### config.mk
export PLATFORM = sky130hd
export DESIGN_NAME = mwir_div_stage
export DESIGN_NICKNAME = d
export VERILOG_FILES = /design/src/rtl/mwir_pkg.sv /design/src/rtl/mwir_div_stage.sv
export SDC_FILE = /design/constraint.sdc
export NUM_CORES = 1
export LEC_CHECK = 0
export BUFFER_PORTS_ARGS = -buffer_cell sky130_fd_sc_hd__buf_2
export CAP_MARGIN = 20
export CORE_MARGIN = 5
export CORE_UTILIZATION = 24
export CTS_BUF_LIST = sky130_fd_sc_hd__clkbuf_2
export DETAILED_ROUTE_END_ITERATION = 6
export PLACE_DENSITY_LB_ADDON = 0.1
export SKIP_CTS_REPAIR_TIMING = 1
export SLEW_MARGIN = 20
export SYNTH_ARGS = -nofsm -noshare
export SYNTH_HDL_FRONTEND = slang
export SYNTH_SLANG_ARGS = --single-unit
### constraint.sdc
create_clock -name clk -period 18.45 [get_ports clk]
set_input_delay 3.69 -clock clk [delete_from_list [all_inputs] [get_ports clk]]
set_output_delay 3.69 -clock clk [all_outputs]
set_load 0.02 [all_outputs]
### src/rtl/mwir_pkg.sv
// Package: field widths, codes and stage record for the multi-width remainder block.
package mwir_pkg;
  localparam int DataW = 64;
  localparam int NStg = DataW / 4;

  typedef enum logic [1:0] {
    ST_OK       = 2'd0,
    ST_DIV_ZERO = 2'd1,
    ST_BAD_SIZE = 2'd2
  } status_t;

  localparam logic [2:0] WC_8  = 3'd0;
  localparam logic [2:0] WC_16 = 3'd1;
  localparam logic [2:0] WC_32 = 3'd2;
  localparam logic [2:0] WC_64 = 3'd3;

  typedef struct packed {
    logic [DataW-1:0] rem;
    logic [DataW-1:0] div;
    logic [DataW-1:0] quo;
    logic [DataW-1:0] mask;
    logic             neg;
    status_t          status;
  } stage_t;

  function automatic logic [DataW-1:0] width_mask(input logic [1:0] code);
    logic [DataW-1:0] m;
    unique case (code)
      2'd0: m = 64'hFF;
      2'd1: m = 64'hFFFF;
      2'd2: m = 64'hFFFF_FFFF;
      default: m = '1;
    endcase
    return m;
  endfunction
endpackage

### src/rtl/mwir_div_stage.sv
// One pipeline stage of restoring division: four quotient bits a stage.
module mwir_div_stage import mwir_pkg::*; (
  input  logic   clk,
  input  logic   rst_n,
  input  logic   en,
  input  logic   in_vld,
  input  stage_t in_st,
  output logic   out_vld,
  output stage_t out_st
);
  stage_t st_nxt, st_r;
  logic   vld_r;
  logic [DataW:0] t;

  always_comb begin
    st_nxt = in_st;
    t = '0;
    for (int i = 0; i < 4; i++) begin
      t = {st_nxt.rem, st_nxt.quo[DataW-1]};
      st_nxt.quo = {st_nxt.quo[DataW-2:0], 1'b0};
      if (t >= {1'b0, st_nxt.div}) begin
        t = t - {1'b0, st_nxt.div};
      end
      st_nxt.rem = t[DataW-1:0];
    end
  end

  always_ff @(posedge clk) begin
    if (!rst_n) begin
      vld_r <= 1'b0;
    end else if (en) begin
      vld_r <= in_vld;
    end
    if (en) begin
      st_r <= st_nxt;
    end
  end

  assign out_vld = vld_r;
  assign out_st = st_r;
endmodule

== Yosys cells after proc, flatten, opt, wreduce, memory -nomap -nowiden ==
Cells that the tools add are included.
Word-level totals
  output and inout port bits: 260
  logic and storage cells: 19
  input bits: 263
  register bits: 256
Operators by class
  add/sub/neg operators: 4
  multiplexer cells: 4
  order comparisons: 4
Operators by type and width (count)
  65-bit by 64-bit >= comparator with 1-bit output: 4
  64-bit two-way mux: 4
  64-bit subtractor: 4

== Longest topological paths before layout ==
  depth in word-level cells: 8
  mapped depth: 62
  gate-level depth less buffers: 55

== Worst setup path before layout ==
Ideal clock, no wire load.
  kind: in2reg
  start point: input port in_st[132] in the netlist's numbering
  end point: register st_r, in the netlist out_st[199] (data pin)
  data required time: 18.190 ns
  setup slack: 2.298 ns
  stages: 59
  library setup time: 0.260 ns
  buffers on the path: 9
  arrival time: 15.891 ns
  cell sequence: inv_1 ha_1 nor2b_1 o31ai_1 a211oi_2 a21o_1 a21oi_1 a211o_1 a21oi_1 clkbuf_1 clkbuf_1 a21oi_1 ha_1 clkbuf_1 and4_1 and3_1 nand3_1 o22ai_1 (+23 left out) buf_6 mux2_2 ha_1 and3_1 nor2b_1 a32o_1 a31oi_1 o31ai_1 nand4_1 nand3_1 a2111oi_1 nor3_1 a2111oi_1 o2111ai_1 and2_1 buf_6 buf_6 mux2_4
On the way
  longest elaborated chain between the ends: 8
  elaborated cells between the ends (all ways): 12
  classes of those cells: add/sub: 4; order compare: 4; mux: 4
RTL lines
  start, declared: RTL line mwir_div_stage.sv:7  | input stage_t in_st,
  64-bit subtractor or 65-bit by 64-bit >= comparator with 1-bit output (tied branches): RTL line mwir_div_stage.sv:22, mwir_div_stage.sv:21
  64-bit two-way mux: RTL line mwir_div_stage.sv:21  | if (t >= {1'b0, st_nxt.div}) begin
  64-bit subtractor or 65-bit by 64-bit >= comparator with 1-bit output (tied branches): RTL line mwir_div_stage.sv:22, mwir_div_stage.sv:21
  64-bit two-way mux: RTL line mwir_div_stage.sv:21
  64-bit subtractor or 65-bit by 64-bit >= comparator with 1-bit output (tied branches): RTL line mwir_div_stage.sv:22, mwir_div_stage.sv:21
  64-bit two-way mux: RTL line mwir_div_stage.sv:21
  64-bit subtractor or 65-bit by 64-bit >= comparator with 1-bit output (tied branches): RTL line mwir_div_stage.sv:22, mwir_div_stage.sv:21
  64-bit two-way mux *: RTL line mwir_div_stage.sv:21
  via t[4]: RTL line mwir_div_stage.sv:13  | logic [DataW:0] t;
  end signal, assigned: RTL line mwir_div_stage.sv:35  | st_r <= st_nxt;
  end, declared: RTL line mwir_div_stage.sv:11  | stage_t st_nxt, st_r;
Mark *: on every way through the listed nets, which the timed path passes. The rest lies on a longest branch.
A chain may end at the register's enable or synchronous reset.

== Worst setup path after layout ==
  start point: input port in_st[130] in the netlist's numbering
  end point: register st_r, in the netlist out_st[220] (data pin)
On the way
  longest elaborated chain between the ends: 8
  elaborated cells between the ends (all ways): 12
  classes of those cells: add/sub: 4; order compare: 4; mux: 4
RTL lines (RTL line)
  64-bit subtractor or 65-bit by 64-bit >= comparator with 1-bit output (tied branches): mwir_div_stage.sv:22, mwir_div_stage.sv:21
  64-bit two-way mux *: mwir_div_stage.sv:21
  64-bit subtractor or 65-bit by 64-bit >= comparator with 1-bit output (tied branches): mwir_div_stage.sv:22, mwir_div_stage.sv:21
  64-bit two-way mux *: mwir_div_stage.sv:21
  64-bit subtractor or 65-bit by 64-bit >= comparator with 1-bit output (tied branches): mwir_div_stage.sv:22, mwir_div_stage.sv:21
  64-bit two-way mux *: mwir_div_stage.sv:21
  64-bit subtractor or 65-bit by 64-bit >= comparator with 1-bit output (tied branches): mwir_div_stage.sv:22, mwir_div_stage.sv:21
  64-bit two-way mux *: mwir_div_stage.sv:21
  via t[25]: mwir_div_stage.sv:13
Marks and branches as above.

==> results.toml <==
[logic_synthesis]
yosysTopAreaCellShare_pct = 29.3
synthArstFlopShare_pct = 0
yosysWarnings = 0
yosysSeqAreaShare_pct = 29.4
synth.distinct_cells = 87
syn_area_um2 = 26100
synth_edf_count = 255
ys_top_cells_by_count = "338 x a21oi_1, 256 x ha_1, 255 x edfxtp_1"
yosysTopAreaCell = "edfxtp_1"
yosys-top-cells-area = "edfxtp_1 29%, ha_1 12%, a21oi_1 6.5%, xnor2_1 4.8%, a21o_1 4.3%"
synthCells = 2937
synth_ff_type = "edfxtp_1"
syn_area_per_cell_um2 = 8.90
synth-seq-cells = 256
yosysMostFrequentCell = "a21oi_1"

[detailed_routing]
firstDrtPassIters = 7
drt_iter0_markers = 1711
post_drt_wl_per_cell_um = 22.1
drcViolationCount = 0
vias = 25803
routed_wirelength_um = 116000
via_per_inst = 4.92
ant_nets = 0

[timing]
max_freq_ghz = 0.0570
fin_crit_sh_pct = 95.1
slew_violations = 0
finalSetupViolCount = 0
setup_tns_ns = 0
whs_ns = 0.534
fin_crit_ns = 17.54
worst_slew_pin_slew_ns = 1.02
fin_skew_ns = 0
hold_viol = 0
slew_headroom_pct = 31.4
grt_setup_unrepaired = "no"

[worst_setup_path]
reg2regPathDepth = 2
endpoint_kind = "flop"
worstPathRequired_ns = 19.30
critPathKind = "in -> reg"
path_buf_inv = 11
worstPathArrival_ns = 18.38
crit_fanout = 32
r2r-end = "out_vld$_SDFFE_PN0P_"
worstReg2RegStart = "out_vld$_SDFFE_PN0P_"
worstSetupStartpointType = "primary input"
crit_top_cell = "a21oi_1"
r2r_slack_ns = 17.85
slowest_delay_ns = 0.62
path_delay_family = "compound AO/OA/AOI/OAI gates"
crit_path_top_delay_cell = "a2111oi_1"

[grt]
first_global_vias = 25890
grt_use_total_pct = 19.2
grt_overflow = 0
grt_antenna_before_repair = 24
grt_pass1_wl_um = 169000
grt_max_degree = 120

[placement]
portBuffers = 518
place_congestion = 0.872
dpl.hpwl_um = 98700
placed_area_um2 = 32600

[run_status]
outcome = "complete, no violations"

[die]
die_area_um2 = 116000
placementRows = 121
die_height_um = 340
ios = 523
initial_core_util_pct = 24.1
die_x_um = 340
coreArea_um2 = 109000

[pwr]
p_per_area_nw_per_um2 = 243
design_power_total_w = 0.00813
power_leakage_nw = 15.2
ir_drop_mv = 0.127

[cts]
clk_path_buf_depth = 3
path_clk_slew_ns = 0.09
cts_tree = "done"
cts_inserted_buffers = 81
numClockSinks = 256
clock-root-buffer = "clkbuf_2"
htree_num_levels = 3
clock_latency_ns = 1.12

[worst_hold_path]
hold_class = "reg -> reg"
holdPathStages = 2
hold_path_end = "out_vld$_SDFFE_PN0P_"
hp-start = "out_vld$_SDFFE_PN0P_"

[cells_and_area]
area_delta_synth_final_pct = 27.9
drive_gt1_share_pct = 30.8
final_nets = 4284
fin_area_um2 = 33400
fillCellCount = 11782

[run]
cap_violations = 0
==> tightest hold or removal path, stage by stage (launching register included) <==
cell	delay [ns]
dfxtp_1	0.31
mux2i_1	0.12
nor2b_1	0.06
==> worst max path at each step <==
stage | from | cells after the start | end | slack [ns]
floorplan | in_st[132] | 59 | out_st[199]$_DFFE_PP_ | 2.30
global placement | in_st[130] | 61 | out_st[229]$_DFFE_PP_ | 0.01
detailed placement | in_st[130] | 61 | out_st[229]$_DFFE_PP_ | -0.32
CTS | in_st[130] | 61 | out_st[235]$_DFFE_PP_ | 0.92
global route | in_st[173] | 60 | out_st[222]$_DFFE_PP_ | 0.20
finish | in_st[130] | 61 | out_st[220]$_DFFE_PP_ | 0.91
==> cells in the final DEF, fill, tap and decap left out, drive strengths merged, types with 16 or more instances in the layout <==
cell type  synthesis  routed
mux2i             16      16
clkbuf            90     119
a21oi            338     338
and2              21      21
clkinv             0      19
nand3             75      75
o21a              38      38
nor2             212     212
mux2             148     148
a31oi             42      42
nand2b            25      25
a211oi            30      30
nand2            207     207
inv              143     145
edfxtp           255     255
nor2b             40      40
a21o             151     151
nor3              51      51
nand4             59      59
o211ai            21      21
o21ai            177     177
buf               39     867
and3              34      34
o21bai            43      43
ha               256     256
o31ai             18      18
xor2              75      75
xnor2            144     144
nor4              16      16
==> where the power goes <==
part           switching (W)  internal, W
sequential         0.0000279     0.000917
combinational        0.00340      0.00331
clock               0.000294     0.000190
==> flip-flops by register name (all words and copies together) (netlist names) <==
signal,flops
out_st,255
out_vld,1
==> area by class of cell <==
class	instances	area, µm²	area share [%]
antenna	8	20.0	0.0599
clock buffer	119	596	1.78
clock inverter	23	143	0.427
inverter	143	537	1.61
multi-input combinational	2412	17300	51.9
sequential	256	7680	23.0
tap	1414	1770	5.30
timing repair buffer	867	5340	16.0
==> layer usage <==
layer / GRT usage (%) / up-vias / share of wire, % / wire length [µm]
met5: 0 / - / 0.049 / 57
met4: 4.38 / 10 / 2.1 / 2470
met3: 4.10 / 144 / 6.2 / 7200
met2: 32.3 / 745 / 46 / 53400
met1: 25.4 / 12167 / 45 / 52700
li1: - / 12737 / - / -
==> logic make-up after synthesis <==
| family | after synthesis | synth area share, % |
|---|---|---|
| AO/OA/AOI/OAI | 971 | 23.5 |
| AND/OR/NAND/NOR | 794 | 14.8 |
| buffers and inverters | 272 | 4.46 |
| adder cells (fa/ha/maj) | 260 | 12.6 |
| flip-flops | 256 | 29.4 |
| XOR/XNOR | 219 | 7.34 |
| multiplexers | 164 | 7.94 |
| other | 1 | 0.0144 |
==> metrics by stage <==
step	utilization, %	setup slack (ns)	std cells
5_1_grt	30.8	0.197	5238
2_1_floorplan	-	2.30	2940
3_5_place_dp	30.1	-0.319	5092
3_3_place_gp	30.1	0.0149	5092
6_report	30.8	0.912	5242
4_1_cts	30.7	0.923	5234
Power figures use the tool's default switching activity.
