**src/rtl/mwir_pkg.sv**
```systemverilog
// Package: field widths, codes and stage record for the multi-width remainder block.
package mwir_pkg;
  localparam int DataW = 64;
  localparam int NStg = DataW / 4;

  typedef enum logic [1:0] {
    ST_OK       = 2'd0,
    ST_DIV_ZERO = 2'd1,
    ST_BAD_SIZE = 2'd2
  } status_t;

  localparam logic [2:0] WC_8  = 3'd0;
  localparam logic [2:0] WC_16 = 3'd1;
  localparam logic [2:0] WC_32 = 3'd2;
  localparam logic [2:0] WC_64 = 3'd3;

  typedef struct packed {
    logic [DataW-1:0] rem;
    logic [DataW-1:0] div;
    logic [DataW-1:0] quo;
    logic [DataW-1:0] mask;
    logic             neg;
    status_t          status;
  } stage_t;

  function automatic logic [DataW-1:0] width_mask(input logic [1:0] code);
    logic [DataW-1:0] m;
    unique case (code)
      2'd0: m = 64'hFF;
      2'd1: m = 64'hFFFF;
      2'd2: m = 64'hFFFF_FFFF;
      default: m = '1;
    endcase
    return m;
  endfunction
endpackage

```
**src/rtl/mwir_prep.sv**
```systemverilog
// Input stage: mask operands, take magnitudes and classify errors.
module mwir_prep import mwir_pkg::*; (
  input  logic             clk,
  input  logic             rst_n,
  input  logic             en,
  input  logic             in_vld,
  input  logic [DataW-1:0] dividend,
  input  logic [DataW-1:0] divisor,
  input  logic [2:0]       width_code,
  input  logic             unsigned_mode,
  output logic             out_vld,
  output stage_t           out_st
);
  logic [DataW-1:0] mask, sign, a, b, ma, mb;
  logic             na, nb;
  stage_t           st_nxt, st_r;
  logic             vld_r;

  always_comb begin
    mask = width_mask(width_code[1:0]);
    sign = (mask >> 1) + 64'd1;
    a = dividend & mask;
    b = divisor & mask;
    na = !unsigned_mode && ((a & sign) != '0);
    nb = !unsigned_mode && ((b & sign) != '0);
    ma = na ? ((~a + 64'd1) & mask) : a;
    mb = nb ? ((~b + 64'd1) & mask) : b;
    st_nxt.rem = '0;
    st_nxt.div = mb;
    st_nxt.quo = ma;
    st_nxt.mask = mask;
    st_nxt.neg = na;
    if (width_code[2]) begin
      st_nxt.status = ST_BAD_SIZE;
    end else if (b == '0) begin
      st_nxt.status = ST_DIV_ZERO;
    end else begin
      st_nxt.status = ST_OK;
    end
  end

  always_ff @(posedge clk) begin
    if (!rst_n) begin
      vld_r <= 1'b0;
    end else if (en) begin
      vld_r <= in_vld;
    end
    if (en) begin
      st_r <= st_nxt;
    end
  end

  assign out_vld = vld_r;
  assign out_st = st_r;
endmodule

```
**config.mk**
```make
export PLATFORM = sky130hd
export DESIGN_NAME = mwir_prep
export DESIGN_NICKNAME = d
export VERILOG_FILES = /design/src/rtl/mwir_pkg.sv /design/src/rtl/mwir_prep.sv
export SDC_FILE = /design/constraint.sdc
export NUM_CORES = 1
export LEC_CHECK = 0
export BUFFER_PORTS_ARGS = -buffer_cell sky130_fd_sc_hd__buf_2
export CAP_MARGIN = 40
export CELL_PAD_IN_SITES_DETAIL_PLACEMENT = 1
export CELL_PAD_IN_SITES_GLOBAL_PLACEMENT = 1
export CORE_UTILIZATION = 30
export DETAILED_ROUTE_END_ITERATION = 8
export PLACE_DENSITY_LB_ADDON = 0.05
export SLEW_MARGIN = 5
export SYNTH_ARGS = -nofsm -noshare
export SYNTH_HDL_FRONTEND = slang
export SYNTH_SLANG_ARGS = --single-unit
```
**constraint.sdc**
```tcl
create_clock -name clk -period 3.4 [get_ports clk]
set_input_delay 0.51 -clock clk [delete_from_list [all_inputs] [get_ports clk]]
set_output_delay 0.51 -clock clk [all_outputs]
set_load 0.005 [all_outputs]
```
# Yosys cells after proc, flatten, opt, wreduce, memory -nomap -nowiden
# Cells that the tools add are included.
[classes]
reduce_logical = 7
eq_ne = 2
mux = 4
n_addsub = 3
bitwise = 8
[op_table]
columns = ["cell", "count"]
rows = [
  ["64-bit bitwise AND", 6],
  ["64-bit one-hot mux with 3 select lines", 1],
  ["64-bit by 1-bit adder with 64-bit output, second input constant", 2],
  ["64-bit two-way mux", 2],
  ["64-bit NOT", 2],
  ["64-bit nonzero test", 2],
  ["63-bit by 1-bit adder with 64-bit output, second input constant", 1],
  ["64-bit zero test", 1],
  ["2-bit by 1-bit == test with 1-bit output, second input constant", 1],
  ["2-bit == test, second input constant", 1],
  ["1-bit logical AND", 2],
  ["2-bit zero test", 1],
  ["1-bit zero test", 1],
  ["1-bit two-way mux", 1],
]
[totals]
inputBits = 136
output_inout_bits = 260
reg_bits = 196

# Depth between registers and ports, before layout
[depth]
ltp_word = 7
mapped_depth = 10
mapped_depth_nobuf = 7

# Worst setup path after synthesis
# No wires, ideal clock.
[synth_path]
path_type = "input to register"
start = "input dividend[1]"
end = "register st_r (netlist bit out_st[123]), data pin"
stages = 7
required_time_ns = 3.128
n_path_buf = 0
setup_time_ns = 0.272
path_slack_ns = 0.865
t_arrival_ns = 2.263
cell_sequence = "inv_1 > ha_1 > nor3b_1 > nand3_4 > nor4_4 > a2111oi_1 > or4_1"
[synth_via]
elab_chain_cells = 5
[synth_rtl]
columns = ["item", "line", "rtl"]
rows = [
  ["start, declared", "mwir_prep.sv:7", "input logic [DataW-1:0] dividend,"],
  ["64-bit bitwise AND (*)", "mwir_prep.sv:22", "a = dividend & mask;"],
  ["64-bit NOT or 64-bit bitwise AND (tied branches)", "mwir_prep.sv:26, mwir_prep.sv:24", ""],
  ["64-bit by 1-bit adder with 64-bit output or 64-bit nonzero test (tied branches)", "mwir_prep.sv:26, mwir_prep.sv:24", ""],
  ["64-bit bitwise AND or 1-bit logical AND (tied branches)", "mwir_prep.sv:26, mwir_prep.sv:24", ""],
  ["64-bit two-way mux (*)", "mwir_prep.sv:26", "ma = na ? ((~a + 64'd1) & mask) : a;"],
  ["net ma[56]", "mwir_prep.sv:14", "logic [DataW-1:0] mask, sign, a, b, ma, mb;"],
  ["end signal, assigned", "mwir_prep.sv:49", "st_r <= st_nxt;"],
  ["end, declared", "mwir_prep.sv:16", "stage_t st_nxt, st_r;"],
]
# Mark *: on every way through the listed nets, which the timed path passes. The rest lies on a longest branch.
# A chain may end at the register's enable or synchronous reset.

# Worst setup path after layout
[layout_path]
start = "input dividend[0]"
end = "register st_r (netlist bit out_st[125]), data pin"
# The elaborated chain is that of the path after synthesis.

==> results.ini <==
[yosys]
synth-edff-count = 134
synth_ff_type = edfxtp_1
synth_cells = 1117
async_flop_share = 0
synth_cell_types = 77
ys_seq_elements = 135
yosysSeqAreaShare = 0.393
avgSynthCellArea_um2 = 9.21
yosys_warnings = 0
netlist_area_mm2 = 0.0103

[worst_setup_path]
critical-path-max-stage-delay_ns = 0.50
endpoint_kind = flip-flop
worstPathRequired_ns = 3.60
crit_chain = buf_2 -> inv_1 -> ha_1 -> nor3b_1 -> nand2_1 -> nor4_1 -> buf_4 -> a311o_1 -> nand3_1
cp_slowest_cell = nor3b_1
criticalPathCategory = input port to flip-flop
worstPathMaxFanout = 8
worstSetupStartpointType = input port
critPathArrivalTime_ns = 2.72

[drt]
dr.pass1.iters = 7
drt_iter0_markers = 486
num_vias = 9623
drc = 0
drt_wl_total_um = 38600
wire_per_inst_um = 20.9
vias_per_cell = 5.20
ant_nets = 0

[sta]
setup_tns_ns = 0
layout_setup_ws_ns = 0.878
fmax_ghz = 0.396
maxSlewViolCount = 0
rsz0062_at_grt = false
slew_headroom = 0.414
skew_ns = 0
worst_pin_slew_ns = 0.871
finalCritPeriodShare = 0.742
final.min_clock_period_ns = 2.52
hold_viol = 0
setup_viol = 0

[final_layout]
nFillCells = 4016
final_nets = 1524
syn2layout_area_growth_pct = 21.7
drive_gt1_frac = 0.302

[cts]
cts_root_buf = clkbuf_16
insertion_delay_ns = 0.44
cts_tree = yes
clock-sinks = 135
clk_pin_slew_ns = 0.06
holdBufCountCts = 0
numCtsBuffers = 17
cts-resized-gates = 0
htreeDepth = 4
clockBufferDepth = 2
post_cts.repair.setup_buffers = 0

[grt]
grt_pass1_vias = 9461
gr-total-overflow = 0
grtUsageTotal = 0.218
grt_max_degree = 58
grt_pass1_wl_um = 58000
antenna_found_initial = 1

[pwr]
ir_worst_vdd_uv = 343
powerDensity_mw_per_mm2 = 402
p_leak_nw = 4.88

[floorplan]
ioPinCount = 396
start_util = 0.306
die_area_mm2 = 0.0351
die_w_um = 187
coreArea_mm2 = 0.0336
num_rows = 67
die_h_um = 187

[place]
place_congestion = 0.825
pre_cts_ws_ns = 0.454
port_buffers = 323
hpwl_um = 29500

[run]
drv_cap = 0

[outcome]
status = finished clean

[min_path]
hold_path_class = input port to flip-flop

## critical path: cells and delay by family
kind / cells / cell delay, ns
AO/OA/AOI/OAI: 1 / 0.16
adder cells (fa/ha/maj): 1 / 0.21
buffers and inverters: 3 / 0.43
AND/OR/NAND/NOR: 4 / 1.40
## cells in the final DEF (no fill, tap or decap), types with 10 or more instances in the layout
master / netlist / routed
nand2b_1: 39 / 38
nor4_1: 60 / 60
xnor2_1: 16 / 16
xor2_1: 39 / 39
mux2i_1: 38 / 38
inv_1: 15 / 14
clkbuf_16: 0 / 17
o31ai_1: 18 / 18
nor2_1: 113 / 113
nand3_1: 22 / 22
conb_1: 2 / 72
o21ai_0: 40 / 40
a2111o_1: 17 / 17
buf_4: 125 / 42
edfxtp_1: 134 / 134
nor3_1: 41 / 41
or3_1: 10 / 10
a31oi_1: 49 / 49
buf_2: 16 / 322
nand2_1: 85 / 84
o41ai_1: 16 / 16
or4_1: 12 / 12
a21oi_1: 40 / 40
## synth_stat cells (4+ instances only)
| cell type | instances | area [um^2] |
|---|---|---|
| o21ai_0 | 40 | 200 |
| and3_1 | 9 | 56.3 |
| nor4_4 | 4 | 85.1 |
| nor2b_1 | 6 | 37.5 |
| nand3_1 | 22 | 110 |
| xor2_1 | 39 | 342 |
| mux2i_1 | 38 | 380 |
| inv_1 | 15 | 56.3 |
| nor3_1 | 41 | 205 |
| buf_1 | 9 | 33.8 |
| a2111o_1 | 17 | 191 |
| buf_2 | 16 | 80.1 |
| nand2_1 | 85 | 319 |
| o211ai_1 | 9 | 67.6 |
| nand4_1 | 8 | 50.1 |
| a21oi_1 | 40 | 200 |
| nor4_1 | 60 | 375 |
| or3_1 | 10 | 62.6 |
| a21o_1 | 5 | 37.5 |
| buf_4 | 125 | 938 |
| xnor2_1 | 16 | 140 |
| o41ai_1 | 16 | 140 |
| a41oi_1 | 6 | 52.6 |
| o21a_1 | 5 | 37.5 |
| o31ai_1 | 18 | 135 |
| clkbuf_1 | 38 | 143 |
| a31oi_1 | 49 | 307 |
| or4_1 | 12 | 90.1 |
| nor2_1 | 113 | 424 |
| edfxtp_1 | 134 | 4020 |
| or2_2 | 4 | 25.0 |
| o22ai_1 | 5 | 31.3 |
| nand2b_1 | 39 | 244 |
## through the flow
stage | total power, W | cell area, um^2 | std cells | utilization | hold WS, ns
floorplan | 0.00272 | 10600 | 1187 | - | 0.507
global placement | 0.00318 | 12000 | 1815 | 0.355 | 0.501
detailed placement | 0.00318 | 12000 | 1815 | 0.355 | 0.512
CTS | 0.00510 | 12500 | 1847 | 0.372 | 0.255
global route | 0.00525 | 12500 | 1848 | 0.373 | 0.268
finish | 0.00503 | 12500 | 1849 | 0.373 | 0.279
## area by class of cell
class | count | area [um^2] | area share
timing repair buffer | 369 | 2020 | 0.161
clock buffer | 20 | 437 | 0.0349
tap | 448 | 561 | 0.0448
multi-input combinational | 848 | 5270 | 0.421
inverter | 15 | 56.3 | 0.00450
antenna | 2 | 5.00 | 0.000400
sequential | 135 | 4040 | 0.323
clock inverter | 12 | 134 | 0.0107
## routing by layer
metal  part of all wire  global-route usage  up-vias
met5                  0                   0        -
met4              0.017              0.0646        0
met3              0.046              0.0356       35
met2               0.50               0.375      314
met1               0.44               0.277     4700
li1                   -                   -     4574
## flip-flops by register name, summed over array words and instances (netlist names)
register / count
out_st: 134
out_vld: 1
## worst paths after layout
check	startpoint	to	slack [ns]	depth (start not counted)
hold reg to reg	out_vld$_SDFFE_PN0P_	out_vld$_SDFFE_PN0P_	0.52	2
hold / removal	rst_n	out_vld$_SDFFE_PN0P_	0.28	2
setup reg to reg	out_vld$_SDFFE_PN0P_	out_vld$_SDFFE_PN0P_	2.81	2
setup / recovery	dividend[0]	out_st[125]$_DFFE_PP_	0.88	9
## report_power, final
| group | leakage (nW) | total [W] | internal (W) | switching (W) |
|---|---|---|---|---|
| registers | 1.30 | 0.00207 | 0.00201 | 0.0000550 |
| clock network | 0.273 | 0.00189 | 0.00114 | 0.000752 |
| logic | 3.31 | 0.00108 | 0.000410 | 0.000665 |
| total | 4.88 | 0.00503 | 0.00356 | 0.00147 |
## cell families (layout without fill, tap and decap cells)
| kind of cell | count (synthesis) | in the layout | share of synthesized area |
|---|---|---|---|
| simple gates | 436 | 436 | 0.226 |
| xor+xnor | 55 | 55 | 0.0468 |
| compound gates | 243 | 243 | 0.168 |
| flops | 135 | 135 | 0.393 |
| fa+ha+maj | 2 | 2 | 0.00243 |
| other cells | 2 | 74 | 0.000730 |
| mux | 40 | 40 | 0.0402 |
| buf+inv | 204 | 416 | 0.123 |
(Power assumes the default switching activity.)
