**src/rtl/mwir_pkg.sv**
```systemverilog
// Package: field widths, codes and stage record for the multi-width remainder block.
package mwir_pkg;
  localparam int DataW = 64;
  localparam int NStg = DataW / 4;

  typedef enum logic [1:0] {
    ST_OK       = 2'd0,
    ST_DIV_ZERO = 2'd1,
    ST_BAD_SIZE = 2'd2
  } status_t;

  localparam logic [2:0] WC_8  = 3'd0;
  localparam logic [2:0] WC_16 = 3'd1;
  localparam logic [2:0] WC_32 = 3'd2;
  localparam logic [2:0] WC_64 = 3'd3;

  typedef struct packed {
    logic [DataW-1:0] rem;
    logic [DataW-1:0] div;
    logic [DataW-1:0] quo;
    logic [DataW-1:0] mask;
    logic             neg;
    status_t          status;
  } stage_t;

  function automatic logic [DataW-1:0] width_mask(input logic [1:0] code);
    logic [DataW-1:0] m;
    unique case (code)
      2'd0: m = 64'hFF;
      2'd1: m = 64'hFFFF;
      2'd2: m = 64'hFFFF_FFFF;
      default: m = '1;
    endcase
    return m;
  endfunction
endpackage

```
**src/rtl/mwir_post.sv**
```systemverilog
// Output stage: apply dividend sign, mask and error overrides.
module mwir_post import mwir_pkg::*; (
  input  logic             clk,
  input  logic             rst_n,
  input  logic             en,
  input  logic             in_vld,
  input  stage_t           in_st,
  output logic             out_vld,
  output logic [DataW-1:0] remainder,
  output status_t          status
);
  logic [DataW-1:0] rem_nxt, rem_r;
  status_t          stat_r;
  logic             vld_r;

  always_comb begin
    rem_nxt = in_st.neg ? ((~in_st.rem + 64'd1) & in_st.mask) : in_st.rem;
    if (in_st.status != ST_OK) begin
      rem_nxt = '0;
    end
  end

  always_ff @(posedge clk) begin
    if (!rst_n) begin
      vld_r <= 1'b0;
    end else if (en) begin
      vld_r <= in_vld;
    end
    if (en) begin
      rem_r <= rem_nxt;
      stat_r <= in_st.status;
    end
  end

  assign out_vld = vld_r;
  assign remainder = rem_r;
  assign status = stat_r;
endmodule
```
**config.mk**
```make
export PLATFORM = sky130hd
export DESIGN_NAME = mwir_post
export DESIGN_NICKNAME = d
export VERILOG_FILES = /design/src/rtl/mwir_pkg.sv /design/src/rtl/mwir_post.sv
export SDC_FILE = /design/constraint.sdc
export NUM_CORES = 1
export LEC_CHECK = 0
export BUFFER_PORTS_ARGS = -buffer_cell sky130_fd_sc_hd__buf_2
export CORE_AREA = 5 5 124 126
export CTS_CLUSTER_DIAMETER = 100
export DETAILED_ROUTE_END_ITERATION = 6
export DIE_AREA = 0 0 129 131
export GPL_TIMING_DRIVEN = 0
export PLACE_DENSITY = 0.68
export SLEW_MARGIN = 0
export SYNTH_ARGS = -nofsm -noshare
export SYNTH_HDL_FRONTEND = slang
export SYNTH_SLANG_ARGS = --single-unit
```
**constraint.sdc**
```tcl
create_clock -name clk -period 4 [get_ports clk]
set_input_delay 0.2 -clock clk [delete_from_list [all_inputs] [get_ports clk]]
set_output_delay 0.2 -clock clk [all_outputs]
set_load 0.02 [all_outputs]
```
== Word level (Yosys, flattened, before mapping) ==
Cells that the tools add are included.

* Multiplexer cells: 1
* $add $sub $neg: 1
* Reduce and logical (&&, ||, !) cells: 1
* Bitwise logic cells: 2

{| class="wikitable"
|+ Operators by type and width
! kind !! count
|-
| adder 64 x 1 -> 64 bit, second input constant || 1
|-
| bitwise AND 64 bit || 1
|-
| 2-to-1 mux 64 bit || 1
|-
| inverter 64 bit || 1
|-
| nonzero test 2 bit || 1
|}

* Input bits: 263
* Output and inout bits: 67
* Register bits: 67
* Word-level logic and storage cells: 8

== Longest topological paths before layout ==
Gate-level depths: netlist (run 1).

* Word-level depth: 4
* Depth in mapped cells: 8
* Gate-level depth less buffers: 7

== Worst setup path before layout (run 1) ==
OpenSTA, ideal clock, no wires.

* Path kind: input port to flip-flop
* Start point: input in_st[195] in the netlist's numbering
* End point: register rem_r[60] (netlist: remainder[60]), data pin
* Path buffers: 1
* Data required time: 3,730 ps
* Cell stages on the path: 8
* Setup time: 270 ps
* Arrival time: 1,995 ps
* Path slack: 1,735 ps
* Cell sequence: inv_1 ha_1 nor4b_2 nand3_1 nor4_1 buf_2 a31o_2 a31oi_1

* Cells in the longest elaborated chain, start to end: 4

{| class="wikitable"
|+ Ends and longest elaborated chain
! what !! line !! text
|-
| start, declared || mwir_post.sv:7 || <nowiki>input stage_t in_st,</nowiki>
|-
| inverter 64 bit || mwir_post.sv:17 || <nowiki>rem_nxt = in_st.neg ? ((~in_st.rem + 64'd1) & in_st.mask) : in_st.rem;</nowiki>
|-
| adder 64 x 1 -> 64 bit || mwir_post.sv:17 ||
|-
| bitwise AND 64 bit || mwir_post.sv:17 ||
|-
| 2-to-1 mux 64 bit || mwir_post.sv:17 ||
|-
| end signal, assigned || mwir_post.sv:30 || <nowiki>rem_r <= rem_nxt;</nowiki>
|-
| end, declared || mwir_post.sv:12 || <nowiki>logic [DataW-1:0] rem_nxt, rem_r;</nowiki>
|}

Every way passes these cells.
A chain may end at the register's enable or synchronous reset.

== Worst setup path after layout (run 1) ==
* Start point: input in_st[199] in the netlist's numbering
* End point: register rem_r[47] (netlist: remainder[47]), data pin

The elaborated chain is that of the path after synthesis.

==> results by group, run 1 <==
Critical path
  – Startpoint of the most critical setup path: in_st[199]
  – Max FO, Critical Path: 10
  – Nature of the critical path endpoint: register
  – Endpoint arrival time on the critical path: 3.02 ns
  – Type of element launching the critical path: input pin
  – CP required: between 4 and 5 ns
  – Critical Setup Path Class: in2reg
  – Startpoint of the lowest-slack register-to-register path: out_vld$_SDFFE_PN0P_

Place
  – Placed Area: 5967 um^2
  – Final RePlAce weighted congestion: 0.9388
  – Half-perimeter wire length of the detailed placement result: 14,700 um
  – Count of buffers inserted at the top-level ports: 200

Clock tree
  – Post-CTS Setup Bufs: 0
  – Post-CTS Hold Buffers: 0
  – Cts bufs inserted: 9
  – Clock Tree Buf Depth: 2
  – Clk sink count: 67
  – Clock root buffer: clkbuf_16
  – Number of H-tree levels: 3
  – Clock tree from TritonCTS: done
  – Post-cts sizing count: 0
  – Clock latency of the later-clocked register in the worst-skew pair: 0.34 ns
  – Clk pin slew, worst setup/hold paths: 0.06 ns

Synthesis
  – Number of synthesized flops with an enable pin: 66
  – Syn Inst Count: approximately 560
  – Mapped Nets: 823
  – Proportion of register bits with asynchronous set or reset after synthesis: 0%
  – Avg Inst Size Synth: between 8 and 9 um^2
  – Cell variety after synth: 48
  – Sequential share of the synthesized area: 42.29%
  – Synthesized cell area: 4733 um^2
  – FF+latch count, synth: 67
  – Total of warnings raised by yosys: 0
  – Top FF cell, synth: edfxtp_1

Timing
  – Relative slew slack: between 10% and 20%
  – Fin crit period: 2.953 ns
  – Achievable frequency: 338.6 MHz
  – Total negative slack for setup checks: 0 ns
  – Fin crit share: about 74%
  – Count of endpoints failing setup in the final report: 0
  – Final hold violation count: 0
  – Largest clock skew in the final design: 0 ns
  – Number of slew-limit violations in the final report: 0
  – Transition at the pin with the smallest max-transition slack: 1.289 ns
  – RSZ-0062 raised after global routing: no

Die
  – Initial Util: between 30% and 40%
  – Chip width: 129 um
  – Full die area: 16,900 um^2
  – Die Span Y: ~130 um
  – Row Count: 44
  – Number of top-level pins: 330
  – Area of the core region: 14,200 um^2

Status
  – Result of the run: finished clean

GRT
  – Number of antenna violations at the first check in global routing: 2
  – Largest net degree at the start of global routing: 68
  – Vias in the first global route: around 5,100
  – Wire length of the first global-routing pass: 28,520 um
  – Residual overflow from global routing: 0
  – Global-route total usage across every layer: roughly 22%

Drt
  – Count of routing violations after the opening detailed-route iteration: around 560
  – Routed via count: 5,473
  – Drc violations: 0
  – Routed len/inst: 20.03 um
  – Final ANT Viol Nets: 0
  – Post-DR vias/cell: between 5 and 6
  – Number of iterations in the first detailed-routing pass: 5
  – Routed WL: 19,230 um

Flow run
  – Max-Cap Viols: 0

Finish
  – Design area: 6227 um^2
  – Share of cells above drive strength 1: between 30% and 40%
  – Total Nets Final: 1,034
  – Layout-stage area growth over the synthesis result: 31.56%

Power and ir drop
  – Total leakage power: 0.002333 uW
  – Power density over the cells: ~310 nW/um^2
  – Max VDD drop: about 0.00020 V

Worst hold path
  – Min-Delay Path Class: in2reg
  – Hold Startpoint: in_st[1]
[cells by family after synthesis]
| kind of cell | count (synthesis) | share of synthesized area [%] |
|---|---|---|
| AO/OA/AOI/OAI | 131 | 18.11 |
| XOR/XNOR | 2 | 0.3701 |
| adder cells (fa/ha/maj) | 1 | 0.2643 |
| buffers and inverters | 50 | 4.044 |
| flip-flops | 67 | 42.29 |
| multiplexers | 2 | 0.4494 |
| AND/OR/NAND/NOR | 306 | 34.47 |
[cells in the mapped netlist, types with 3 or more instances]
cell | count | area share (%)
o21ai_0 | 27 | 2.9
nand4b_1 | 9 | 1.7
o31ai_1 | 7 | 1.1
nand4_1 | 28 | 3.7
a31o_2 | 6 | 1.1
a211oi_1 | 4 | 0.63
nor2_1 | 38 | 3.0
buf_2 | 3 | 0.32
inv_1 | 21 | 1.7
clkbuf_1 | 22 | 1.7
nor4_1 | 27 | 3.6
a31oi_1 | 28 | 3.7
o31a_1 | 3 | 0.56
edfxtp_1 | 66 | 42
a211o_1 | 14 | 2.6
nand2b_1 | 3 | 0.40
nor3_1 | 27 | 2.9
nand3_1 | 23 | 2.4
or4_1 | 12 | 1.9
a21o_1 | 3 | 0.48
buf_1 | 4 | 0.32
or2_2 | 4 | 0.53
nand3b_1 | 10 | 1.6
a21oi_1 | 30 | 3.2
nand2_1 | 90 | 7.1
or3_1 | 10 | 1.3
nor2b_1 | 3 | 0.40
and3_1 | 3 | 0.40
and4_1 | 3 | 0.56
and2_1 | 6 | 0.79
[routing by layer]
layer	wire length, um	GRT usage (%)
met3	1730	4.512
met5	13	0
met2	8324	32.53
met1	8502	31.46
met4	660	10.01
[worst max-delay path: stages]
cell and delay [ns]:
buf_2 0.13, nor3_1 0.58, nand4_2 0.32, nor3_1 1.10, buf_2 0.41, a31o_2 0.19, a31oi_1 0.07
[report_power, final]
| part | internal, uW | switching [uW] |
|---|---|---|
| Clock | 418 | 298 |
| Sequential | 826 | 13.9 |
| Combinational | 139 | 265 |
[cell type report]
type,count,area (um^2)
Timing Repair Buffer,200,1003
Clock buffer,13,240.2
Fill cell,1451,7976
Multi-Input combinational cell,442,2540
Buffer,29,112.6
Tap cell,184,230.2
Clock inverter,3,17.52
Sequential cell,67,2002
Antenna cell,1,2.502
Inverter,21,78.83
[registers in the layout (all words and copies together), names as in the netlist]
register / flops
out_vld: 1
status: 2
remainder: 64
[worst paths after layout]
check | slack (ns) | depth (start not counted) | endpoint
setup reg to reg | 3.41 | 2 | out_vld$_SDFFE_PN0P_
setup / recovery | 1.05 | 7 | remainder[47]$_SDFFCE_PP0P_
hold / removal | 0.06 | 1 | status[1]$_DFFE_PP_
hold reg to reg | 0.52 | 2 | out_vld$_SDFFE_PN0P_
[cell usage in the layout (no fill, tap or decap), types with 3 or more instances in the layout]
cell	n
and2_1	6
edfxtp_1	66
nor2_1	38
nor2b_1	3
o31ai_1	7
nor4_1	27
inv_1	21
a211o_1	14
nand2b_1	3
buf_1	4
a211oi_1	4
a31o_2	6
or3_1	10
and3_1	3
o31a_1	3
a21o_1	3
o21ai_0	27
clkbuf_16	9
clkbuf_1	26
nand4_1	28
nand4b_1	9
buf_2	202
or4_1	12
nand3_1	23
a31oi_1	28
nand2_1	90
and4_1	3
or2_2	4
nor3_1	27
nand3b_1	10
a21oi_1	30
[per-stage QoR]
stage	total power [uW]	util (%)	worst slack [ns]	hold slack [ns]	cells
2_1_floorplan	1041	-	1.735	0.2989	559
3_3_place_gp	1250	41.99	0.7889	0.4012	943
3_5_place_dp	1253	42.01	0.7986	0.4114	943
4_1_cts	1972	43.82	1.156	0.05227	959
5_1_grt	2039	43.84	0.8832	0.05911	960
6_report	1960	43.84	1.047	0.06480	960
No activity file was read; power rests on OpenSTA's default activity.
==> run 2: changes to the inputs <==
--- a/config.mk
+++ b/config.mk
@@ -6,12 +6,12 @@
 export NUM_CORES = 1
 export LEC_CHECK = 0
 export BUFFER_PORTS_ARGS = -buffer_cell sky130_fd_sc_hd__buf_2
-export CORE_AREA = 5 5 124 126
+export CORE_AREA = 5 5 126 128
 export CTS_CLUSTER_DIAMETER = 100
 export DETAILED_ROUTE_END_ITERATION = 6
-export DIE_AREA = 0 0 129 131
+export DIE_AREA = 0 0 131 133
 export GPL_TIMING_DRIVEN = 0
-export PLACE_DENSITY = 0.68
+export PLACE_DENSITY = 0.66
 export SLEW_MARGIN = 0
 export SYNTH_ARGS = -nofsm -noshare
 export SYNTH_HDL_FRONTEND = slang
==> constraint.sdc (replaced) <==
create_clock -name clk -period 2.8 [get_ports clk]
set_input_delay 0.14 -clock clk [delete_from_list [all_inputs] [get_ports clk]]
set_output_delay 0.14 -clock clk [all_outputs]
set_load 0.02 [all_outputs]
==> run 2 against run 1 <==
Net effect: power rose by 47%; die area rose by 3.1%; sequential share of layout area fell by 0.34 points; cell count rose by 0.73%; via count rose by 1.1%; critical path type unchanged; critical endpoint is now remainder[62]$_SDFFCE_PP0P_; largest power group unchanged.
==> results by group, run 2 (synthesis gave the netlist of run 1 again) <==
Clock tree
  – Cts bufs inserted: 9
  – Clock latency of the later-clocked register in the worst-skew pair: 0.34 ns
  – Clock Tree Buf Depth: 2
  – Clock root buffer: clkbuf_16
  – Number of H-tree levels: 3
  – Clk sink count: 67
  – Clock tree from TritonCTS: done
  – Clk pin slew, worst setup/hold paths: 0.06 ns

Power and ir drop
  – Relative contribution of combinational cells to total power: 20.3%
  – Max VDD drop: roughly 0.00028 V
  – Sequential share of power: 41.7%
  – Power density over the cells: approximately 460 nW/um^2
  – Net switching fraction of the power: 28.39%
  – Net switching component of the power: 815.7 uW
  – Total leakage power: 0.002357 uW
  – Clk network pwr share: between 30% and 40%
  – Total chip power: 2873 uW
  – Power Internal: between 2000 and 2500 uW

Drt
  – Routed WL: 19,430 um
  – Count of routing violations after the opening detailed-route iteration: 597
  – Drc violations: 0
  – Number of iterations in the first detailed-routing pass: 6
  – Routed via count: 5,535
  – Routed len/inst: 20.10 um
  – Final ANT Viol Nets: 0
  – Post-DR vias/cell: 5.724

Finish
  – Commonest cells after routing, fill and taps aside: 202 x buf_2, 90 x nand2_1, 66 x edfxtp_1, 38 x nor2_1, 30 x a21oi_1
  – Leading cell type in the layout, fill and taps excluded: buf_2
  – Total Nets Final: 1,037
  – Share of cells above drive strength 1: 30.24%
  – FILL cells: 1,553
  – Largest register FFs: 64
  – Layout-stage area growth over the synthesis result: 32.96%
  – Final Util: 42.66%

Timing
  – Setup slack of the critical path after layout: approximately 0.18 ns
  – Achievable frequency: 382.2 MHz
  – Number of slew-limit violations in the final report: 0
  – Relative slew slack: 33.19%
  – Transition at the pin with the smallest max-transition slack: 0.9930 ns
  – Fin crit share: 93.44%
  – Minimum hold slack: 0.05620 ns
  – RSZ-0062 raised after global routing: no
  – Fin crit period: approximately 2.6 ns
  – Final hold violation count: 0
  – Largest clock skew in the final design: 0 ns
  – Count of endpoints failing setup in the final report: 0

Die
  – Number of top-level pins: 330
  – Die Span Y: 133 um
  – Row Count: 45
  – Chip width: roughly 130 um
  – Area of the core region: 14,750 um^2
  – Full die area: 17,420 um^2
  – Initial Util: 32.09%

Status
  – Result of the run: finished clean

Place
  – Count of buffers inserted at the top-level ports: 200
  – Half-perimeter wire length of the detailed placement result: 14,840 um
  – Final RePlAce weighted congestion: 0.9082
  – Setup slack after placement: -0.3623 ns

GRT
  – Vias in the first global route: 5,150
  – Wire length of the first global-routing pass: 28,970 um
  – Largest net degree at the start of global routing: just under 70
  – Residual overflow from global routing: 0
  – Number of antenna violations at the first check in global routing: 3
  – Global-route total usage across every layer: a little over a fifth

Critical path
  – Max FO, Critical Path: 10
  – Critical Setup Path Class: in2reg
  – Nature of the critical path endpoint: register
  – CP required: 2.91 ns
  – Type of element launching the critical path: input pin
  – Endpoint arrival time on the critical path: about 2.7 ns

Flow run
  – Max-Cap Viols: 0

Worst hold path
  – Min-Delay Path Class: in2reg
run 2: final cells by class:
type	count	area [um^2]	area share (%)
diodes	2	5.005	0.07952
plain buffers	29	112.6	1.789
clock buffers	11	232.7	3.698
clock inverters	4	42.54	0.6759
inverters	21	78.83	1.252
multi-input cells	442	2551	40.54
flip-flops and latches	67	2002	31.81
well taps	188	235.2	3.738
repair buffers	203	1033	16.42
run 2: metal layers:
metal  wire length (um)  vias up  GRT usage (%)
met1               8606     2562          30.53
met4                632        2          9.429
met5                 13        -              0
met2               8428      317          32.00
met3               1751       39          4.562
li1                   -     2615              -
run 2: what timing repair did:
action,in CTS,in global routing
setup buffers,0,0
hold buffers,3,0
gates resized for setup,1,1
endpoints found under the hold margin,3,0
setup endpoints to repair,2,6
run 2: final timing paths:
path	start	endpoint	slack [ns]	cells after the start
max reg2reg	out_vld$_SDFFE_PN0P_	out_vld$_SDFFE_PN0P_	2.21	2
min reg2reg	out_vld$_SDFFE_PN0P_	out_vld$_SDFFE_PN0P_	0.53	2
max	in_st[195]	remainder[62]$_SDFFCE_PP0P_	0.18	9
min	in_vld	out_vld$_SDFFE_PN0P_	0.06	3
run 2: worst max-delay path: stages:
cell,delay [ns]
buf_2,0.12
inv_1,0.07
ha_1,0.24
nor4b_2,0.52
nand3_1,0.21
clkbuf_1,0.31
o41ai_2,0.58
a21oi_1,0.13
nor3b_1,0.39
run 2: power by group through the flow:
stage	Clock (uW)	Combinational (uW)	Sequential, uW
6_report	1090	583	1200
5_1_grt	1150	632	1210
4_1_cts	1110	580	1200
3_5_place_dp	0	573	1220
3_3_place_gp	0	567	1220
2_1_floorplan	0	175	1310
run 2: through the flow:
step           TNS (ns)  cell area, um^2  instances
6_report              0             6294        967
3_5_place_dp     -4.221             5972        947
5_1_grt               0             6294        967
3_3_place_gp     -3.563             5969        947
2_1_floorplan         0             4733        559
4_1_cts               0             6282        965
==> run 3: changes to the inputs <==
--- a/config.mk
+++ b/config.mk
@@ -6,12 +6,15 @@
 export NUM_CORES = 1
 export LEC_CHECK = 0
 export BUFFER_PORTS_ARGS = -buffer_cell sky130_fd_sc_hd__buf_2
-export CORE_AREA = 5 5 126 128
+export CELL_PAD_IN_SITES_DETAIL_PLACEMENT = 1
+export CELL_PAD_IN_SITES_GLOBAL_PLACEMENT = 2
+export CORE_ASPECT_RATIO = 0.6
+export CORE_MARGIN = 5
+export CORE_UTILIZATION = 22
 export CTS_CLUSTER_DIAMETER = 100
 export DETAILED_ROUTE_END_ITERATION = 6
-export DIE_AREA = 0 0 131 133
 export GPL_TIMING_DRIVEN = 0
-export PLACE_DENSITY = 0.66
+export PLACE_DENSITY_LB_ADDON = 0.1
 export SLEW_MARGIN = 0
 export SYNTH_ARGS = -nofsm -noshare
 export SYNTH_HDL_FRONTEND = slang
==> run 3 against run 2 <==
Net effect: critical endpoint is now remainder[56]$_SDFFCE_PP0P_; utilization shrank 12 points; global-route usage is 1.8 points lower; non-clock buffer count increased by 1; cell area is 2.6% higher; highest routed layer unchanged; clock skew unchanged; register-to-register slack about the same.
==> results by group, run 3 (synthesis gave the netlist of run 1 again) <==
Status
  – Result of the run: finished clean

Power and ir drop
  – Total chip power: 2960 uW
  – Clk network pwr share: 38.5%
  – Power Internal: approximately 2100 uW
  – Sequential share of power: 40.5%
  – Max VDD drop: 0.0002778 V
  – Net switching component of the power: about 910 uW
  – Net switching fraction of the power: 30.58%
  – Relative contribution of combinational cells to total power: between 20% and 30%
  – Power density over the cells: about 460 nW/um^2
  – Total leakage power: 0.002399 uW

Timing
  – Fin crit share: between 90 and 100%
  – Achievable frequency: approximately 380 MHz
  – Largest clock skew in the final design: 0 ns
  – Transition at the pin with the smallest max-transition slack: 1.076 ns
  – Total negative slack for setup checks: 0 ns
  – Number of slew-limit violations in the final report: 0
  – Final hold violation count: 0
  – Relative slew slack: between 20% and 30%
  – Fin crit period: roughly 2.6 ns
  – RSZ-0062 raised after global routing: no
  – Count of endpoints failing setup in the final report: 0

GRT
  – Global-route total usage across every layer: between 10% and 20%
  – Number of antenna violations at the first check in global routing: 4
  – Residual overflow from global routing: 0
  – Largest net degree at the start of global routing: 48
  – Wire length of the first global-routing pass: between 30,000 and 40,000 um
  – Vias in the first global route: between 5,000 and 6,000

Drt
  – Routed len/inst: 23.63 um
  – Post-DR vias/cell: 5.252
  – Drc violations: 0
  – Final ANT Viol Nets: 0
  – Routed WL: 25,050 um
  – Number of iterations in the first detailed-routing pass: 5
  – Count of routing violations after the opening detailed-route iteration: 318
  – Routed via count: about 5,600

Die
  – Chip width: between 150 and 200 um
  – Area of the core region: 21,080 um^2
  – Die Span Y: 123.6 um
  – Row Count: 41
  – Number of top-level pins: 330
  – Full die area: 24,640 um^2
  – Initial Util: 22.45%

Place
  – Count of buffers inserted at the top-level ports: 200
  – Placed Area: 6121 um^2
  – Half-perimeter wire length of the detailed placement result: 19,580 um
  – Final RePlAce weighted congestion: 0.7951

Finish
  – FILL cells: around 2,500
  – Largest register FFs: 64
  – Total Nets Final: approximately 1,000
  – Commonest cells after routing, fill and taps aside: 202 x buf_2, 90 x nand2_1, 66 x edfxtp_1, 38 x nor2_1, 30 x a21oi_1
  – Design area: 6460 um^2
  – Share of cells above drive strength 1: 30.81%
  – Layout-stage area growth over the synthesis result: 36.48%
  – Leading cell type in the layout, fill and taps excluded: buf_2

Critical path
  – Library cell contributing the largest single delay on the critical path: nor4_2
  – Critical Setup Path Class: in2reg
  – Type of element launching the critical path: input pin
  – Endpoint arrival time on the critical path: approximately 2.7 ns
  – R2R cell count: 2
  – Cells along the critical path: buf_2, inv_1, ha_1, nor4b_4, nand3_1, nor4_2, buf_2, a211o_1, a31oi_1
  – CP required: 2.86 ns
  – Startpoint of the lowest-slack register-to-register path: out_vld$_SDFFE_PN0P_
  – Max FO, Critical Path: 10
  – Nature of the critical path endpoint: register
  – Register-to-Register Setup Slack: 2.22 ns
  – Critical Path Max Stage Delay: 0.61 ns
  – Critical Path Most Common Cell: buf_2
  – Reg-to-reg critical path endpoint: out_vld$_SDFFE_PN0P_

Worst hold path
  – Hold Startpoint: rst_n
  – Cell count of the worst hold path: 2
  – Min-Delay Path Class: in2reg
  – Endpoint of the worst hold-timing path: out_vld$_SDFFE_PN0P_

Clock tree
  – Clk pin slew, worst setup/hold paths: 0.05 ns
  – Clock tree from TritonCTS: done
  – Post-CTS Setup Bufs: 0
  – Number of H-tree levels: 3
  – Cts bufs inserted: 9
  – Clock Tree Buf Depth: 2
  – Clock root buffer: clkbuf_16
  – Clk sink count: 67
  – Clock latency of the later-clocked register in the worst-skew pair: 0.34 ns

Flow run
  – Max-Cap Viols: 0
[run 3: cell types whose count changed in the layout (fill, tap and decap cells not counted), sizes merged]
cell / change
clkinv: -1
dlygate4sd3: -1
bufinv: -1
buf: +2
clkbuf: +3
[run 3: layout make-up]
| type | count | area, um^2 | share of cell area [%] |
|---|---|---|---|
| Multi-Input combinational cell | 442 | 2570 | 39.78 |
| Clock buffer | 14 | 274.0 | 4.242 |
| Antenna cell | 2 | 5.005 | 0.07747 |
| Buffer | 29 | 112.6 | 1.743 |
| Tap cell | 279 | 349.1 | 5.404 |
| Clock inverter | 2 | 10.01 | 0.1549 |
| Timing Repair Buffer | 204 | 1059 | 16.39 |
| Sequential cell | 67 | 2002 | 30.99 |
| Inverter | 21 | 78.83 | 1.220 |
[run 3: how the worst max path moves through the flow]
stage	from	end	slack [ns]	depth (start not counted)
CTS	in_st[195]	remainder[56]$_SDFFCE_PP0P_	0.17	9
global placement	in_st[225]	remainder[63]$_SDFFCE_PP0P_	-0.86	7
global route	in_st[195]	remainder[32]$_SDFFCE_PP0P_	0.04	9
detailed placement	in_st[195]	remainder[56]$_SDFFCE_PP0P_	-0.62	9
floorplan	in_st[195]	remainder[60]$_SDFFCE_PP0P_	0.59	8
finish	in_st[195]	remainder[56]$_SDFFCE_PP0P_	0.16	9
[run 3: layer usage]
metal	wire, um	part of all wire (%)	track usage, %	up-vias
met1	12990	52	30.51	2756
met2	10100	40	28.38	175
met4	213	0.85	3.350	8
met5	46	0.18	0	-
li1	-	-	-	2609
met3	1705	6.8	5.353	19
[run 3: what timing repair did]
item | CTS | global route
endpoints found under the hold margin | 2 | 0
gates resized for setup | 3 | 1
hold buffers | 2 | 0
setup endpoints to repair | 10 | 1
[run 3: critical path, delay by kind of cell]
kind	cells	cell delay [ns]
buffers and inverters	3	0.53
adders and majority gates	1	0.26
and+or+nand+nor	3	1.51
AOI/OAI and AO/OA	2	0.25
[run 3: metrics by stage]
stage	hold WS, ns	setup WS [ns]	cells	utilization, %
finish	0.01717	0.1576	1060	30.64
global route	0.02989	0.03680	1058	30.62
CTS	0.006502	0.1711	1058	30.59
detailed placement	0.3522	-0.6242	1040	29.03
global placement	0.3475	-0.8569	1038	28.85
floorplan	0.2389	0.5947	559	-
[run 3: power groups by stage]
stage | Clock [uW] | Combinational [uW] | Sequential, uW
after floorplan | 0 | 175 | 1310
after global placement | 0 | 602 | 1220
after detailed placement | 0 | 620 | 1220
after CTS | 1180 | 627 | 1200
after global routing | 1210 | 675 | 1210
final | 1140 | 622 | 1200
